`config.mk`:
```
export PLATFORM = sky130hd
export DESIGN_NAME = window_block_average_pool_flat
export DESIGN_NICKNAME = d
export VERILOG_FILES = /design/src/rtl/core/wbap_pkg.sv /design/src/rtl/core/wbap_req_if.sv /design/src/rtl/core/wbap_rsp_if.sv /design/src/rtl/core/wbap_csr_if.sv /design/src/rtl/core/window_block_average_pool.sv /design/src/rtl/core/wbap_ctrl.sv /design/src/rtl/core/wbap_lane.sv /design/src/rtl/core/wbap_merge.sv /design/src/flat_wrapper.sv
export SDC_FILE = /design/constraint.sdc
export NUM_CORES = 2
export LEC_CHECK = 0
export BUFFER_PORTS_ARGS = -buffer_cell sky130_fd_sc_hd__buf_2
export CAP_MARGIN = 20
export CORE_UTILIZATION = 35
export DETAILED_ROUTE_END_ITERATION = 6
export PLACE_DENSITY = 0.51
export SYNTH_ARGS = -nofsm -noshare
export SYNTH_HDL_FRONTEND = slang
export SYNTH_SLANG_ARGS = --single-unit
```
`constraint.sdc`:
```
create_clock -name clock -period 12.1 [get_ports clock]
set_input_delay 0.605 -clock clock [delete_from_list [all_inputs] [get_ports clock]]
set_output_delay 0.605 -clock clock [all_outputs]
set_load 0.01 [all_outputs]
```
`src/rtl/core/wbap_pkg.sv`:
```
package wbap_pkg;

   // field and register widths
   localparam int CfgW    = 4;
   localparam int PixW    = 8;
   localparam int PosW    = 4;
   localparam int MeanW   = 16;
   localparam int AreaW   = 8;
   localparam int CsrIdxW = 2;

   // accumulators keep the bits that survive the shift into the q8.8 dividend
   localparam int DivW = 32;
   localparam int SumW = DivW - 8;

   // divider: quotient bits retired per cycle and the resulting cycle count
   localparam int QBitsPerStep = 2;
   localparam int DivSteps     = DivW / QBitsPerStep;
   localparam int StepCntW     = $clog2(DivSteps);

   // accept of the ending pixel to result valid
   localparam int LatencyCycles = DivSteps + 2;

   // size bounds
   localparam int MAX_KERNEL_SIZE     = 15;
   localparam int DEFAULT_MAX_KERNELS = 15;

   // register indexes
   localparam logic [CsrIdxW-1:0] CSR_KERNEL_SIZE = 2'd0;
   localparam logic [CsrIdxW-1:0] CSR_NUM_KERNELS = 2'd1;
   localparam logic [CsrIdxW-1:0] CSR_COLOR_MODE  = 2'd2;

   // register reset values
   localparam logic [CfgW-1:0] KERNEL_SIZE_RESET = 4'd3;
   localparam logic [CfgW-1:0] NUM_KERNELS_RESET = 4'd3;
   localparam logic            COLOR_MODE_RESET  = 1'b1;

   // control from the sequencer to every lane
   typedef struct packed {
      logic             accept;
      logic             start;
      logic             step;
      logic [AreaW-1:0] area;
   } lane_ctl_type;

   // position and mode of the kernel under division
   typedef struct packed {
      logic [PosW-1:0] kernel_row;
      logic [PosW-1:0] kernel_col;
      logic            window_done;
      logic            three;
   } job_type;

   // zero acts as one, values above the bound act as the bound
   function automatic logic [CfgW-1:0] clamp_count(input logic [CfgW-1:0] v, input int hi);
      logic [CfgW-1:0] r;
      r = v;
      if (v == '0) begin
         r = CfgW'(1);
      end else if (int'(v) > hi) begin
         r = CfgW'(hi);
      end
      return r;
   endfunction

endpackage

```
`src/rtl/core/wbap_req_if.sv`:
```
interface wbap_req_if;
   logic                         valid;
   logic                         ready;
   logic [wbap_pkg::PixW-1:0]    channel_0;
   logic [wbap_pkg::PixW-1:0]    channel_1;
   logic [wbap_pkg::PixW-1:0]    channel_2;

   modport source (output valid, output channel_0, output channel_1, output channel_2,
                   input ready);
   modport sink   (input valid, input channel_0, input channel_1, input channel_2,
                   output ready);
endinterface

```
`src/rtl/core/wbap_rsp_if.sv`:
```
interface wbap_rsp_if;
   logic                         valid;
   logic                         ready;
   logic [wbap_pkg::PosW-1:0]    kernel_row;
   logic [wbap_pkg::PosW-1:0]    kernel_col;
   logic [wbap_pkg::MeanW-1:0]   mean_0;
   logic [wbap_pkg::MeanW-1:0]   mean_1;
   logic [wbap_pkg::MeanW-1:0]   mean_2;
   logic                         window_done;

   modport source (output valid, output kernel_row, output kernel_col, output mean_0,
                   output mean_1, output mean_2, output window_done, input ready);
   modport sink   (input valid, input kernel_row, input kernel_col, input mean_0,
                   input mean_1, input mean_2, input window_done, output ready);
endinterface

```
`src/rtl/core/wbap_csr_if.sv`:
```
interface wbap_csr_if;
   logic                          valid;
   logic                          ready;
   logic [wbap_pkg::CsrIdxW-1:0]  index;
   logic [wbap_pkg::CfgW-1:0]     data;

   modport source (output valid, output index, output data, input ready);
   modport sink   (input valid, input index, input data, output ready);
endinterface

```
`src/rtl/core/window_block_average_pool.sv`:
```
// Block average pooling over a square window streamed in raster order.
// req_ch carries one pixel per transaction (channel_0..channel_2, 8 bits each);
// rsp_ch carries one finished kernel per transaction: its position, the three
// q8.8 means (floor of sum*256 / kernel_size^2) and the window_done flag.
// csr_ch writes kernel_size, num_kernels and color_mode; it is always ready and
// should only be written while no kernel result is outstanding.
// A pixel that does not end a kernel is never held off, so such pixels
// stream at one per cycle. A pixel that ends a kernel starts the shared
// three-lane divider, which retires two quotient bits a cycle; rsp_ch.valid
// rises once the divider has finished and its result is loaded into the
// output register. During the divide, pixels that do not end a kernel are
// still taken; the next kernel end waits until the divider has handed its
// result to the output register.
// With kernel_size 1 every pixel ends a kernel and waits for the previous hand-off.
// If rsp_ch stalls, the result waits in the output register and a further
// result waits in the divider, while pixels that do not end a kernel keep flowing.
// Reset clears all counters and accumulators, restores the register defaults
// (kernel_size 3, num_kernels 3, three channels) and drops rsp_ch.valid.
module window_block_average_pool #(
   parameter int MAX_KERNELS = wbap_pkg::DEFAULT_MAX_KERNELS
) (
   input  logic       clock,
   input  logic       reset,
   wbap_req_if.sink   req_ch,
   wbap_rsp_if.source rsp_ch,
   wbap_csr_if.sink   csr_ch
);
   import wbap_pkg::*;

   localparam int IdxW = (MAX_KERNELS > 1) ? $clog2(MAX_KERNELS) : 1;

   lane_ctl_type     lane_ctl;
   job_type          job;
   logic [IdxW-1:0]  kc;
   logic             three, load, slot_free;
   logic [PixW-1:0]  sample [3];
   logic [MeanW-1:0] quot [3];

   assign sample[0] = req_ch.channel_0;
   assign sample[1] = req_ch.channel_1;
   assign sample[2] = req_ch.channel_2;

   wbap_ctrl #(
      .MAX_KERNELS (MAX_KERNELS),
      .IdxW        (IdxW)
   ) u_ctrl (
      .clock     (clock),
      .reset     (reset),
      .req_ch    (req_ch),
      .csr_ch    (csr_ch),
      .slot_free (slot_free),
      .lane_ctl  (lane_ctl),
      .kc        (kc),
      .three     (three),
      .job       (job),
      .load      (load)
   );

   // one lane per color channel; the first is always in use
   for (genvar g = 0; g < 3; g++) begin : g_lane
      wbap_lane #(
         .MAX_KERNELS (MAX_KERNELS),
         .IdxW        (IdxW)
      ) u_lane (
         .clock    (clock),
         .reset    (reset),
         .lane_ctl (lane_ctl),
         .kc       (kc),
         .sample   (sample[g]),
         .use_lane ((g == 0) || three),
         .quotient (quot[g])
      );
   end

   wbap_merge u_merge (
      .clock     (clock),
      .reset     (reset),
      .load      (load),
      .job       (job),
      .q0        (quot[0]),
      .q1        (quot[1]),
      .q2        (quot[2]),
      .slot_free (slot_free),
      .rsp_ch    (rsp_ch)
   );

endmodule

```
`src/rtl/core/wbap_ctrl.sv`:
```
module wbap_ctrl #(
   parameter int MAX_KERNELS = wbap_pkg::DEFAULT_MAX_KERNELS,
   parameter int IdxW        = 4
) (
   input  logic                   clock,
   input  logic                   reset,
   wbap_req_if.sink               req_ch,
   wbap_csr_if.sink               csr_ch,
   input  logic                   slot_free,
   output wbap_pkg::lane_ctl_type lane_ctl,
   output logic [IdxW-1:0]        kc,
   output logic                   three,
   output wbap_pkg::job_type      job,
   output logic                   load
);
   import wbap_pkg::*;

   typedef enum logic [2:0] {
      ST_IDLE = 3'b001,
      ST_DIV  = 3'b010,
      ST_HOLD = 3'b100
   } state_type;

   logic [CfgW-1:0]     ks_ff, ks_in, nk_ff, nk_in;
   logic                cm_ff, cm_in;
   logic [PosW-1:0]     col_ff, col_in, row_ff, row_in, band_ff, band_in, kcol_ff, kcol_in;
   state_type           state_ff, state_in;
   logic [StepCntW-1:0] cnt_ff, cnt_in;
   job_type             job_ff, job_in;

   logic [CfgW-1:0] ks, nk;
   logic            last_col, last_row, last_kcol, last_band, kernel_end;
   logic            ready, accept, start;
   logic [4:0]      kc_wide;

   // effective sizes and end-of-run flags
   always_comb begin
      ks         = clamp_count(ks_ff, MAX_KERNEL_SIZE);
      nk         = clamp_count(nk_ff, MAX_KERNELS);
      last_col   = ({1'b0, col_ff} + 5'd1) >= {1'b0, ks};
      last_row   = ({1'b0, row_ff} + 5'd1) >= {1'b0, ks};
      last_kcol  = ({1'b0, kcol_ff} + 5'd1) >= {1'b0, nk};
      last_band  = ({1'b0, band_ff} + 5'd1) >= {1'b0, nk};
      kernel_end = last_col && last_row;
   end

   // accumulator select, held inside the bank
   always_comb begin
      kc_wide = ({1'b0, kcol_ff} >= 5'(MAX_KERNELS - 1)) ? 5'(MAX_KERNELS - 1)
                                                          : {1'b0, kcol_ff};
      kc = kc_wide[IdxW-1:0];
   end

   // a kernel-ending pixel needs the divider free
   always_comb begin
      ready  = (state_ff == ST_IDLE) || !kernel_end;
      accept = req_ch.valid && ready;
      start  = accept && kernel_end;
   end

   assign req_ch.ready = ready;
   assign csr_ch.ready = 1'b1;

   // configuration registers
   always_comb begin
      ks_in = ks_ff;
      nk_in = nk_ff;
      cm_in = cm_ff;
      if (csr_ch.valid) begin
         unique case (csr_ch.index)
            CSR_KERNEL_SIZE: ks_in = csr_ch.data;
            CSR_NUM_KERNELS: nk_in = csr_ch.data;
            CSR_COLOR_MODE:  cm_in = csr_ch.data[0];
            default:         ;
         endcase
      end
   end

   // raster position counters
   always_comb begin
      col_in  = col_ff;
      row_in  = row_ff;
      band_in = band_ff;
      kcol_in = kcol_ff;
      if (accept) begin
         if (!last_col) begin
            col_in = col_ff + 4'd1;
         end else begin
            col_in = '0;
            if (!last_kcol) begin
               kcol_in = kcol_ff + 4'd1;
            end else begin
               kcol_in = '0;
               if (!last_row) begin
                  row_in = row_ff + 4'd1;
               end else begin
                  row_in  = '0;
                  band_in = last_band ? '0 : band_ff + 4'd1;
               end
            end
         end
      end
   end

   // divide sequencer
   always_comb begin
      state_in = state_ff;
      cnt_in   = cnt_ff;
      job_in   = job_ff;
      load     = 1'b0;
      unique case (state_ff)
         ST_IDLE: begin
            if (start) begin
               state_in           = ST_DIV;
               cnt_in             = StepCntW'(DivSteps - 1);
               job_in.kernel_row  = band_ff;
               job_in.kernel_col  = kcol_ff;
               job_in.window_done = last_kcol && last_band;
               job_in.three       = cm_ff;
            end
         end
         ST_DIV: begin
            if (cnt_ff == '0) begin
               state_in = ST_HOLD;
            end else begin
               cnt_in = cnt_ff - StepCntW'(1);
            end
         end
         ST_HOLD: begin
            if (slot_free) begin
               load     = 1'b1;
               state_in = ST_IDLE;
            end
         end
         default: state_in = ST_IDLE;
      endcase
   end

   always_comb begin
      lane_ctl.accept = accept;
      lane_ctl.start  = start;
      lane_ctl.step   = (state_ff == ST_DIV);
      lane_ctl.area   = AreaW'({4'd0, ks} * {4'd0, ks});
      three           = cm_ff;
      job             = job_ff;
   end

   always_ff @(posedge clock) begin
      if (reset) begin
         ks_ff    <= KERNEL_SIZE_RESET;
         nk_ff    <= NUM_KERNELS_RESET;
         cm_ff    <= COLOR_MODE_RESET;
         col_ff   <= '0;
         row_ff   <= '0;
         band_ff  <= '0;
         kcol_ff  <= '0;
         state_ff <= ST_IDLE;
         cnt_ff   <= '0;
      end else begin
         ks_ff    <= ks_in;
         nk_ff    <= nk_in;
         cm_ff    <= cm_in;
         col_ff   <= col_in;
         row_ff   <= row_in;
         band_ff  <= band_in;
         kcol_ff  <= kcol_in;
         state_ff <= state_in;
         cnt_ff   <= cnt_in;
      end
      job_ff <= job_in;
   end

endmodule

```
`src/rtl/core/wbap_lane.sv`:
```
module wbap_lane #(
   parameter int MAX_KERNELS = wbap_pkg::DEFAULT_MAX_KERNELS,
   parameter int IdxW        = 4
) (
   input  logic                          clock,
   input  logic                          reset,
   input  wbap_pkg::lane_ctl_type        lane_ctl,
   input  logic [IdxW-1:0]               kc,
   input  logic [wbap_pkg::PixW-1:0]     sample,
   input  logic                          use_lane,
   output logic [wbap_pkg::MeanW-1:0]    quotient
);
   import wbap_pkg::*;

   logic [SumW-1:0]  sum_ff [MAX_KERNELS];
   logic [SumW-1:0]  sum_in [MAX_KERNELS];
   logic [AreaW-1:0] rem_ff, rem_in, dsr_ff, dsr_in;
   logic [DivW-1:0]  dvd_ff, dvd_in;

   logic [SumW-1:0]  add;
   logic [AreaW-1:0] rem_v;
   logic [DivW-1:0]  dvd_v;
   logic [AreaW:0]   trial;
   logic             qbit;

   // accumulate into the current kernel column, clear it when the kernel ends
   always_comb begin
      add    = sum_ff[kc] + (use_lane ? SumW'(sample) : '0);
      sum_in = sum_ff;
      if (lane_ctl.accept) begin
         sum_in[kc] = lane_ctl.start ? '0 : add;
      end
   end

   // restoring divide of sum*256 by the kernel area, QBitsPerStep quotient bits per cycle
   always_comb begin
      rem_v = rem_ff;
      dvd_v = dvd_ff;
      trial = '0;
      qbit  = 1'b0;
      for (int i = 0; i < QBitsPerStep; i++) begin
         trial = {rem_v, dvd_v[DivW-1]};
         if (trial >= {1'b0, dsr_ff}) begin
            rem_v = AreaW'(trial - {1'b0, dsr_ff});
            qbit  = 1'b1;
         end else begin
            rem_v = trial[AreaW-1:0];
            qbit  = 1'b0;
         end
         dvd_v = {dvd_v[DivW-2:0], qbit};
      end
   end

   always_comb begin
      rem_in = rem_ff;
      dvd_in = dvd_ff;
      dsr_in = dsr_ff;
      if (lane_ctl.start) begin
         rem_in = '0;
         dvd_in = {add, 8'h00};
         dsr_in = lane_ctl.area;
      end else if (lane_ctl.step) begin
         rem_in = rem_v;
         dvd_in = dvd_v;
      end
   end

   assign quotient = dvd_ff[MeanW-1:0];

   always_ff @(posedge clock) begin
      if (reset) begin
         for (int i = 0; i < MAX_KERNELS; i++) begin
            sum_ff[i] <= '0;
         end
      end else begin
         sum_ff <= sum_in;
      end
      rem_ff <= rem_in;
      dvd_ff <= dvd_in;
      dsr_ff <= dsr_in;
   end

endmodule

```
`src/rtl/core/wbap_merge.sv`:
```
module wbap_merge (
   input  logic                          clock,
   input  logic                          reset,
   input  logic                          load,
   input  wbap_pkg::job_type             job,
   input  logic [wbap_pkg::MeanW-1:0]    q0,
   input  logic [wbap_pkg::MeanW-1:0]    q1,
   input  logic [wbap_pkg::MeanW-1:0]    q2,
   output logic                          slot_free,
   wbap_rsp_if.source                    rsp_ch
);
   import wbap_pkg::*;

   logic             valid_ff, valid_in;
   logic [PosW-1:0]  row_ff, row_in, col_ff, col_in;
   logic [MeanW-1:0] m0_ff, m0_in, m1_ff, m1_in, m2_ff, m2_in;
   logic             done_ff, done_in;

   assign slot_free = !valid_ff || rsp_ch.ready;

   // combine the lane quotients with the kernel position into one result
   always_comb begin
      valid_in = valid_ff && !rsp_ch.ready;
      row_in   = row_ff;
      col_in   = col_ff;
      m0_in    = m0_ff;
      m1_in    = m1_ff;
      m2_in    = m2_ff;
      done_in  = done_ff;
      if (load) begin
         valid_in = 1'b1;
         row_in   = job.kernel_row;
         col_in   = job.kernel_col;
         m0_in    = q0;
         m1_in    = job.three ? q1 : '0;
         m2_in    = job.three ? q2 : '0;
         done_in  = job.window_done;
      end
   end

   always_ff @(posedge clock) begin
      if (reset) begin
         valid_ff <= 1'b0;
      end else begin
         valid_ff <= valid_in;
      end
      row_ff  <= row_in;
      col_ff  <= col_in;
      m0_ff   <= m0_in;
      m1_ff   <= m1_in;
      m2_ff   <= m2_in;
      done_ff <= done_in;
   end

   assign rsp_ch.valid       = valid_ff;
   assign rsp_ch.kernel_row  = row_ff;
   assign rsp_ch.kernel_col  = col_ff;
   assign rsp_ch.mean_0      = m0_ff;
   assign rsp_ch.mean_1      = m1_ff;
   assign rsp_ch.mean_2      = m2_ff;
   assign rsp_ch.window_done = done_ff;

endmodule

```
`src/flat_wrapper.sv`:
```
// flat-port wrapper written by rule: the top's interface ports become plain ports
module window_block_average_pool_flat import wbap_pkg::*;
#(
   parameter int MAX_KERNELS = wbap_pkg::DEFAULT_MAX_KERNELS
)
  (clock, reset, req_ch_valid, req_ch_channel_0, req_ch_channel_1, req_ch_channel_2, req_ch_ready, rsp_ch_valid, rsp_ch_kernel_row, rsp_ch_kernel_col, rsp_ch_mean_0, rsp_ch_mean_1, rsp_ch_mean_2, rsp_ch_window_done, rsp_ch_ready, csr_ch_valid, csr_ch_index, csr_ch_data, csr_ch_ready);
  wbap_req_if req_ch_i ();
  wbap_rsp_if rsp_ch_i ();
  wbap_csr_if csr_ch_i ();
  input  logic clock;
  input  logic reset;
  input wire logic [$bits(req_ch_i.valid)-1:0] req_ch_valid;
  input wire logic [$bits(req_ch_i.channel_0)-1:0] req_ch_channel_0;
  input wire logic [$bits(req_ch_i.channel_1)-1:0] req_ch_channel_1;
  input wire logic [$bits(req_ch_i.channel_2)-1:0] req_ch_channel_2;
  output wire logic [$bits(req_ch_i.ready)-1:0] req_ch_ready;
  output wire logic [$bits(rsp_ch_i.valid)-1:0] rsp_ch_valid;
  output wire logic [$bits(rsp_ch_i.kernel_row)-1:0] rsp_ch_kernel_row;
  output wire logic [$bits(rsp_ch_i.kernel_col)-1:0] rsp_ch_kernel_col;
  output wire logic [$bits(rsp_ch_i.mean_0)-1:0] rsp_ch_mean_0;
  output wire logic [$bits(rsp_ch_i.mean_1)-1:0] rsp_ch_mean_1;
  output wire logic [$bits(rsp_ch_i.mean_2)-1:0] rsp_ch_mean_2;
  output wire logic [$bits(rsp_ch_i.window_done)-1:0] rsp_ch_window_done;
  input wire logic [$bits(rsp_ch_i.ready)-1:0] rsp_ch_ready;
  input wire logic [$bits(csr_ch_i.valid)-1:0] csr_ch_valid;
  input wire logic [$bits(csr_ch_i.index)-1:0] csr_ch_index;
  input wire logic [$bits(csr_ch_i.data)-1:0] csr_ch_data;
  output wire logic [$bits(csr_ch_i.ready)-1:0] csr_ch_ready;
  assign req_ch_i.valid = req_ch_valid;
  assign req_ch_i.channel_0 = req_ch_channel_0;
  assign req_ch_i.channel_1 = req_ch_channel_1;
  assign req_ch_i.channel_2 = req_ch_channel_2;
  assign req_ch_ready = req_ch_i.ready;
  assign rsp_ch_valid = rsp_ch_i.valid;
  assign rsp_ch_kernel_row = rsp_ch_i.kernel_row;
  assign rsp_ch_kernel_col = rsp_ch_i.kernel_col;
  assign rsp_ch_mean_0 = rsp_ch_i.mean_0;
  assign rsp_ch_mean_1 = rsp_ch_i.mean_1;
  assign rsp_ch_mean_2 = rsp_ch_i.mean_2;
  assign rsp_ch_window_done = rsp_ch_i.window_done;
  assign rsp_ch_i.ready = rsp_ch_ready;
  assign csr_ch_i.valid = csr_ch_valid;
  assign csr_ch_i.index = csr_ch_index;
  assign csr_ch_i.data = csr_ch_data;
  assign csr_ch_ready = csr_ch_i.ready;
  window_block_average_pool #(.MAX_KERNELS(MAX_KERNELS)) u_core (.clock(clock), .reset(reset), .req_ch(req_ch_i), .rsp_ch(rsp_ch_i), .csr_ch(csr_ch_i));
endmodule
```
After elaboration in Yosys (flattened, before gate mapping)
Index checks and enable logic that the tools add are counted.
{ "word_totals": {"register_bits": 1308, "latchBits": 0, "ram_bits": 0, "rom_bits": 0, "output_inout_bits": 60, "memories": 0} }
{ "op_classes": {"n_addsub": 18, "n_mul": 1, "div_mod_pow": 0, "magnitude_cmp": 13, "n_eq_ne": 9, "shifts": 0, "muxes": 54, "n_bitwise": 1, "reduce_logical": 26} }
{ "ops": {"columns": ["operator", "count"], "rows": [
  ["360-bit bitwise mux", 3],
  ["24-bit binary-select mux with 4-bit select", 3],
  ["24-bit two-way mux", 10],
  ["32-bit two-way mux", 6],
  ["24-bit demux with 4-bit select", 1],
  ["24-bit by 8-bit adder with 24-bit output", 3],
  ["8-bit two-way mux", 8],
  ["9-bit by 8-bit >= comparator with 1-bit output", 6],
  ["8-bit subtractor", 6],
  ["4-bit two-way mux", 9],
  ["4-bit by 1-bit adder with 5-bit output, second input constant", 4],
  ["5-bit by 4-bit >= comparator with 1-bit output", 4],
  ["4-bit by 1-bit adder with 4-bit output, second input constant", 4],
  ["4-bit zero test", 3],
  ["2-bit AND reduction", 5],
  ["1-bit two-way mux", 9],
  ["3-bit two-way mux", 3],
  ["3-bit one-hot mux with 3 select lines", 1],
  ["3-bit AND reduction", 3],
  ["4-bit by 4-bit multiplier with 8-bit output", 1],
  ["4-bit one-hot mux with 2 select lines", 1],
  ["1-bit logical AND", 6],
  ["5-bit >= comparator, second input constant", 1],
  ["5-bit by 1-bit < comparator with 1-bit output, second input constant", 1],
  ["15 further kinds", 21]
]} }

Longest topological paths before layout
{ "depth": {"word_depth": 10, "mapped_depth": 31} }

Modules after synthesis
A second synthesis with hierarchy kept.
{ "hier_totals": {"hier_cells": 6323, "area_unflattened_um2": 60849.6} }
{ "modules_own_cells": {"columns": ["module", "n_inst", "cells_per_inst", "area_per_inst_um2", "seq_area_each_um2"], "rows": [
  ["wbap_lane (u_core.g_lane[1].u_lane ...)", 2, 2012, 19040.8, 8488.1],
  ["wbap_lane (u_core.g_lane[0].u_lane)", 1, 1927, 18243.7, 8488.1],
  ["wbap_ctrl", 1, 275, 2518.7, 940.9],
  ["wbap_merge", 1, 96, 2001.9, 1731.7],
  ["window_block_average_pool", 1, 1, 3.8, 0.0]
]} }

Worst setup path after synthesis
No wires, ideal clock.
{ "synth_timing": {"kind": "reg2reg", "from": "register u_core.u_ctrl.kcol_ff[0]", "to": "register u_core.g_lane[1].u_lane.dvd_ff[28], data pin", "t_arrival_ns": 6.294, "t_required_ns": 11.967, "slack_ns": 5.673, "stages_incl_launch_ff": 28, "n_path_buf": 9, "synth_period_minus_slack_ns": 6.427, "cell_sequence": "dfxtp_1 -> buf_6 -> buf_12 -> inv_2 -> buf_2 -> buf_2 -> ha_1 -> buf_2 -> o211ai_4 -> nand2_1 -> buf_4 -> buf_1 -> buf_1 -> mux4_2 -> mux4_2 -> ha_1 -> inv_1 -> fa_1 -> nor2b_1 -> o21ai_0 -> nand2b_1 -> a311oi_1 -> nor3_1 -> and4_1 -> a21oi_1 -> clkbuf_1 -> o21ai_0 -> nand2_1"} }
{ "synth_via": {"elab_chain_cells": 8} }
{ "synth_lines": {"columns": ["item", "line", "text"], "rows": [
  ["start: declaration", "wbap_ctrl.sv:26", "logic [PosW-1:0] col_ff, col_in, row_ff, row_in, band_ff, band_in, kcol_ff, kcol_in;"],
  ["start signal: assignment", "wbap_ctrl.sv:166", "kcol_ff <= kcol_in;"],
  ["4-bit >= comparator", "wbap_ctrl.sv:49", "kc_wide = ({1'b0, kcol_ff} >= 5'(MAX_KERNELS - 1)) ? 5'(MAX_KERNELS - 1)"],
  ["4-bit two-way mux *", "wbap_ctrl.sv:49", null],
  ["4-bit inverter with 5-bit output (implied by the code) *", "wbap_lane.sv:28", "add = sum_ff[kc] + (use_lane ? SumW'(sample) : '0);"],
  ["24-bit binary-select mux with 4-bit select *", "wbap_lane.sv:28", null],
  ["24-bit two-way mux (implied by the code) * (2 in series)", "wbap_lane.sv:28", null],
  ["24-bit by 8-bit adder with 24-bit output *", "wbap_lane.sv:28", null],
  ["32-bit two-way mux *", "wbap_lane.sv:58", "if (lane_ctl.start) begin"],
  ["net u_core.g_lane[1].u_lane.dvd_in[28]", "wbap_lane.sv:18", "logic [DivW-1:0] dvd_ff, dvd_in;"],
  ["end signal: assignment", "wbap_lane.sv:79", "dvd_ff <= dvd_in;"],
  ["end: declaration", "wbap_lane.sv:18", null]
]} }
The timed path passes the listed nets; every way through them passes the cells marked *. The select of a mux whose other input is x is not followed.
A chain may end at the register's enable or synchronous reset.

Worst setup path after layout
{ "layout_timing": {"from": "register u_core.u_ctrl.kcol_ff[0]", "to": "register u_core.g_lane[1].u_lane.dvd_ff[29], data pin"} }
The elaborated chain is that of the path after synthesis.

==> results.md <==
* Slew headroom at about a fifth
* Remaining antenna violation count at 0
* Grt ovf at 0
* Clock root buffer: clkbuf_16
* Routability Congestion at 0.871
* CP max-delay cell: or3_1
* Port Buffers at 93
* Iteration-0 DRC Markers at 6,554
* Pin count of the biggest net entering global routing at approximately 230
* First-pass GRT wire length at roughly 360,000 microns
* Cells after Synth at 7,177
* Initial antenna violation count at 7
* CP Launch Type: flop
* Mean Syn Cell Area at 8.54 sq um
* Ys flop type: dfxtp_1
* CP max stage delay at just under 0.8 ns
* Crit path buf inv count at 3
* Reg2reg setup slack at between 4 and 5 ns
* WL/cell at around 27 microns
* Min cycle time layout at around 7.9 ns
* TritonRoute pass-1 iters at 7
* RSZ-0062 raised after global routing: false
* Vias at between 50,000 and 60,000
* TritonCTS Buffers at 150
* Failing checks: DRC
* Worst EP arrival at around 8.4 ns
* Critical-path maximum fanout at 31
* Die area at 177,000 sq um
* Post-synth cell types at between 100 and 150
* Asr flop ratio synth at 0%
* Setup total negative slack at 0 ns
* Sequential element share of the synthesized area at between 40 and 50%
* TritonCTS Sinks at ~1,300
* Net count, final at 7,075
* Setup WS pre-CTS at about 4.2 ns
* Critical Path End Type: flop
* Area added between synthesis and finish at 11.7%
* Seq cells post-synth at 1,307
* Final clock skew at 0.0722 ns
* Slew Viols, Final at 0
* Via density at 5.89
* Row count at 153
* Hold Crit Class: in -> reg
* Die width at about 420 microns
* IO Count at 95
* Final hold vios at 0
* Max Fclk at 126 MHz
* Starting density of the core at around a third
* Util after Layout at roughly two fifths
* Gr usage total at approximately 27%
* Placed wire-length estimate at approximately 140,000 microns
* CORE AREA at 174,000 sq um
* Number of max-cap violations at 0
* CP required at 12.59 ns
* Period utilization at between 60% and 70%
* Bufs on Longest Clock Path at 3
* Postcts setup bufs at 0
* VDD IR max at roughly 0.14 mV
* Most frequent CP cell: o21ai_0
* # DRC at 1
* Vias in the first global route at 51,056
* Synth warn at 0
* Clock transition at path regs at approximately 0.060 ns
* Post-synth EDFFs at around 150
* Post-Syn Area at between 60,000 and 70,000 sq um
* Leakage at 22.9 nW
* Tot Pwr at about 11 mW
* Min Hold Slack at around 0.064 ns
* Run status: complete, but fails checks
* Final setup viols at 0
* H-tree Lvls at 4
* CP delay by family, top: simple AND/OR/NAND/NOR gates
* Critical path class: reg -> reg
* Syn_nets at roughly 7,300
* CTS tree: built
* Post-Route WL at around 250,000 microns
* Worst skew pair latency at between 0.8 and 0.9 ns
* Slew @ Worst Pin at between 1 and 1.5 ns
* Die height at ~420 microns
* Critical-path cell list: inv_2, ha_1, o211ai_4, nand2_4, buf_4, buf_4, mux4_2, mux4_2, ha_1, o21ai_0, o21ai_0, a21oi_1, o21ai_0, nor2b_1, nand2_2, or3_1, xnor2_1, o21ai_0
* Final critical-path setup slack at about 4.2 ns
* Share of layout cells above drive strength 1 at between 10% and 20%
* P per Cell Area at around 160 nW/um^2
==> flip-flops by register name, summed over array words and instances, names as in the netlist, 7 cells and up <==
signal                        flops
u_core.g_lane.u_lane.rem_ff      24
u_core.u_merge.rsp_ch.mean_2     16
u_core.u_ctrl.job                10
u_core.u_merge.rsp_ch.mean_1     16
u_core.g_lane.u_lane.sum_ff    1080
u_core.u_merge.rsp_ch.mean_0     16
u_core.g_lane.u_lane.dvd_ff      96
u_core.g_lane.u_lane.dsr_ff       7
==> cell usage in the layout, fill, tap and decap left out, types with 146 or more instances in the layout <==
cell type / count
a21oi_1: 766
buf_4: 155
clkbuf_16: 152
dfxtp_1: 1157
edfxtp_1: 146
mux2i_1: 214
nand2_1: 1425
nand3_1: 412
nand3b_1: 189
nor2_1: 383
o21ai_0: 394
==> layer usage <==
layer	GRT usage, %	wire [microns]	vias up
li1	-	-	24875
met1	37.5	107000	27216
met2	41.8	109000	2628
met3	5.57	22800	521
met4	10.6	9660	0
met5	0	0	-
==> through the flow <==
| step | std cells | area [sq um] |
|---|---|---|
| floorplan | 7177 | 61300 |
| finish | 9383 | 68500 |
| CTS | 9372 | 68400 |
| global placement | 9095 | 63400 |
| detailed placement | 9100 | 63400 |
| global route | 9382 | 68500 |
==> final timing paths <==
| check | from | to | cells past startpoint |
|---|---|---|---|
| min reg2reg | u_core.u_ctrl.job[9]$_DFFE_PP_ | u_core.u_merge.rsp_ch.kernel_row[3]$_DFFE_PP_ | 0 |
| max | u_core.u_ctrl.kcol_ff[0]$_SDFFE_PP0P_ | u_core.g_lane[1].u_lane.dvd_ff[29]$_DFFE_PP_ | 18 |
| max reg2reg | u_core.u_ctrl.kcol_ff[0]$_SDFFE_PP0P_ | u_core.g_lane[1].u_lane.dvd_ff[29]$_DFFE_PP_ | 18 |
| min | csr_ch_data[0] | u_core.u_ctrl.ks_ff[0]$_SDFFE_PP1P_ | 2 |
==> cells in the mapped netlist, types with 27 or more instances <==
cell type | n | area share (%)
and3_1 | 35 | 0.36
mux4_2 | 102 | 3.7
edfxtp_1 | 146 | 7.1
nand2b_1 | 29 | 0.30
a31oi_1 | 31 | 0.32
ha_1 | 99 | 2.0
clkbuf_1 | 492 | 3.0
a22o_1 | 30 | 0.43
o21ai_0 | 394 | 3.2
buf_2 | 46 | 0.38
a21oi_1 | 767 | 6.3
o211ai_1 | 39 | 0.48
mux2_2 | 35 | 0.64
a221oi_1 | 27 | 0.39
nand3b_1 | 189 | 2.3
nand3_1 | 422 | 3.4
nor2_1 | 395 | 2.4
a22oi_1 | 72 | 0.88
and2_1 | 71 | 0.72
xnor2_1 | 52 | 0.74
o22ai_1 | 45 | 0.46
xor2_1 | 46 | 0.66
buf_1 | 54 | 0.33
mux2i_1 | 214 | 3.5
or3_1 | 41 | 0.42
inv_1 | 77 | 0.47
dfxtp_1 | 1161 | 38
buf_6 | 28 | 0.51
nor3_1 | 62 | 0.51
nand2_1 | 1429 | 8.7
a211oi_1 | 121 | 1.5
nand4_1 | 52 | 0.53
==> repair_timing <==
item,CTS,global route
hold buffers,1,0
resized for setup,0,0
endpoints found under the hold margin,1,0
==> logic make-up (layout without fill, tap and decap cells) <==
family	after synthesis	count (layout)	share of synthesized area [%]
adders and majority gates	102	102	2.12
muxes	351	351	7.88
buffers and inverters	726	606	5.18
and+or+nand+nor	2858	2858	21.5
xor gates and xnor gates	99	99	1.43
AOI/OAI and AO/OA	1733	1733	16.8
DFF	1307	1307	45.1
other	1	2	0.00612
==> where the power goes <==
part / internal (mW) / switching, mW
registers: 4.50 / 0.0976
clock network: 2.66 / 1.99
logic: 0.675 / 1.32
==> final cells by class <==
class,instances,area [sq um]
Clock inverter,48,593
Tap cell,2325,2910
Clock buffer,223,4410
Fill cell,17346,105000
Multi-Input combinational cell,5144,30900
Antenna cell,1,2.50
Sequential cell,1307,27600
Timing Repair Buffer,255,1750
Inverter,80,308
Power figures use the tool's default switching activity.
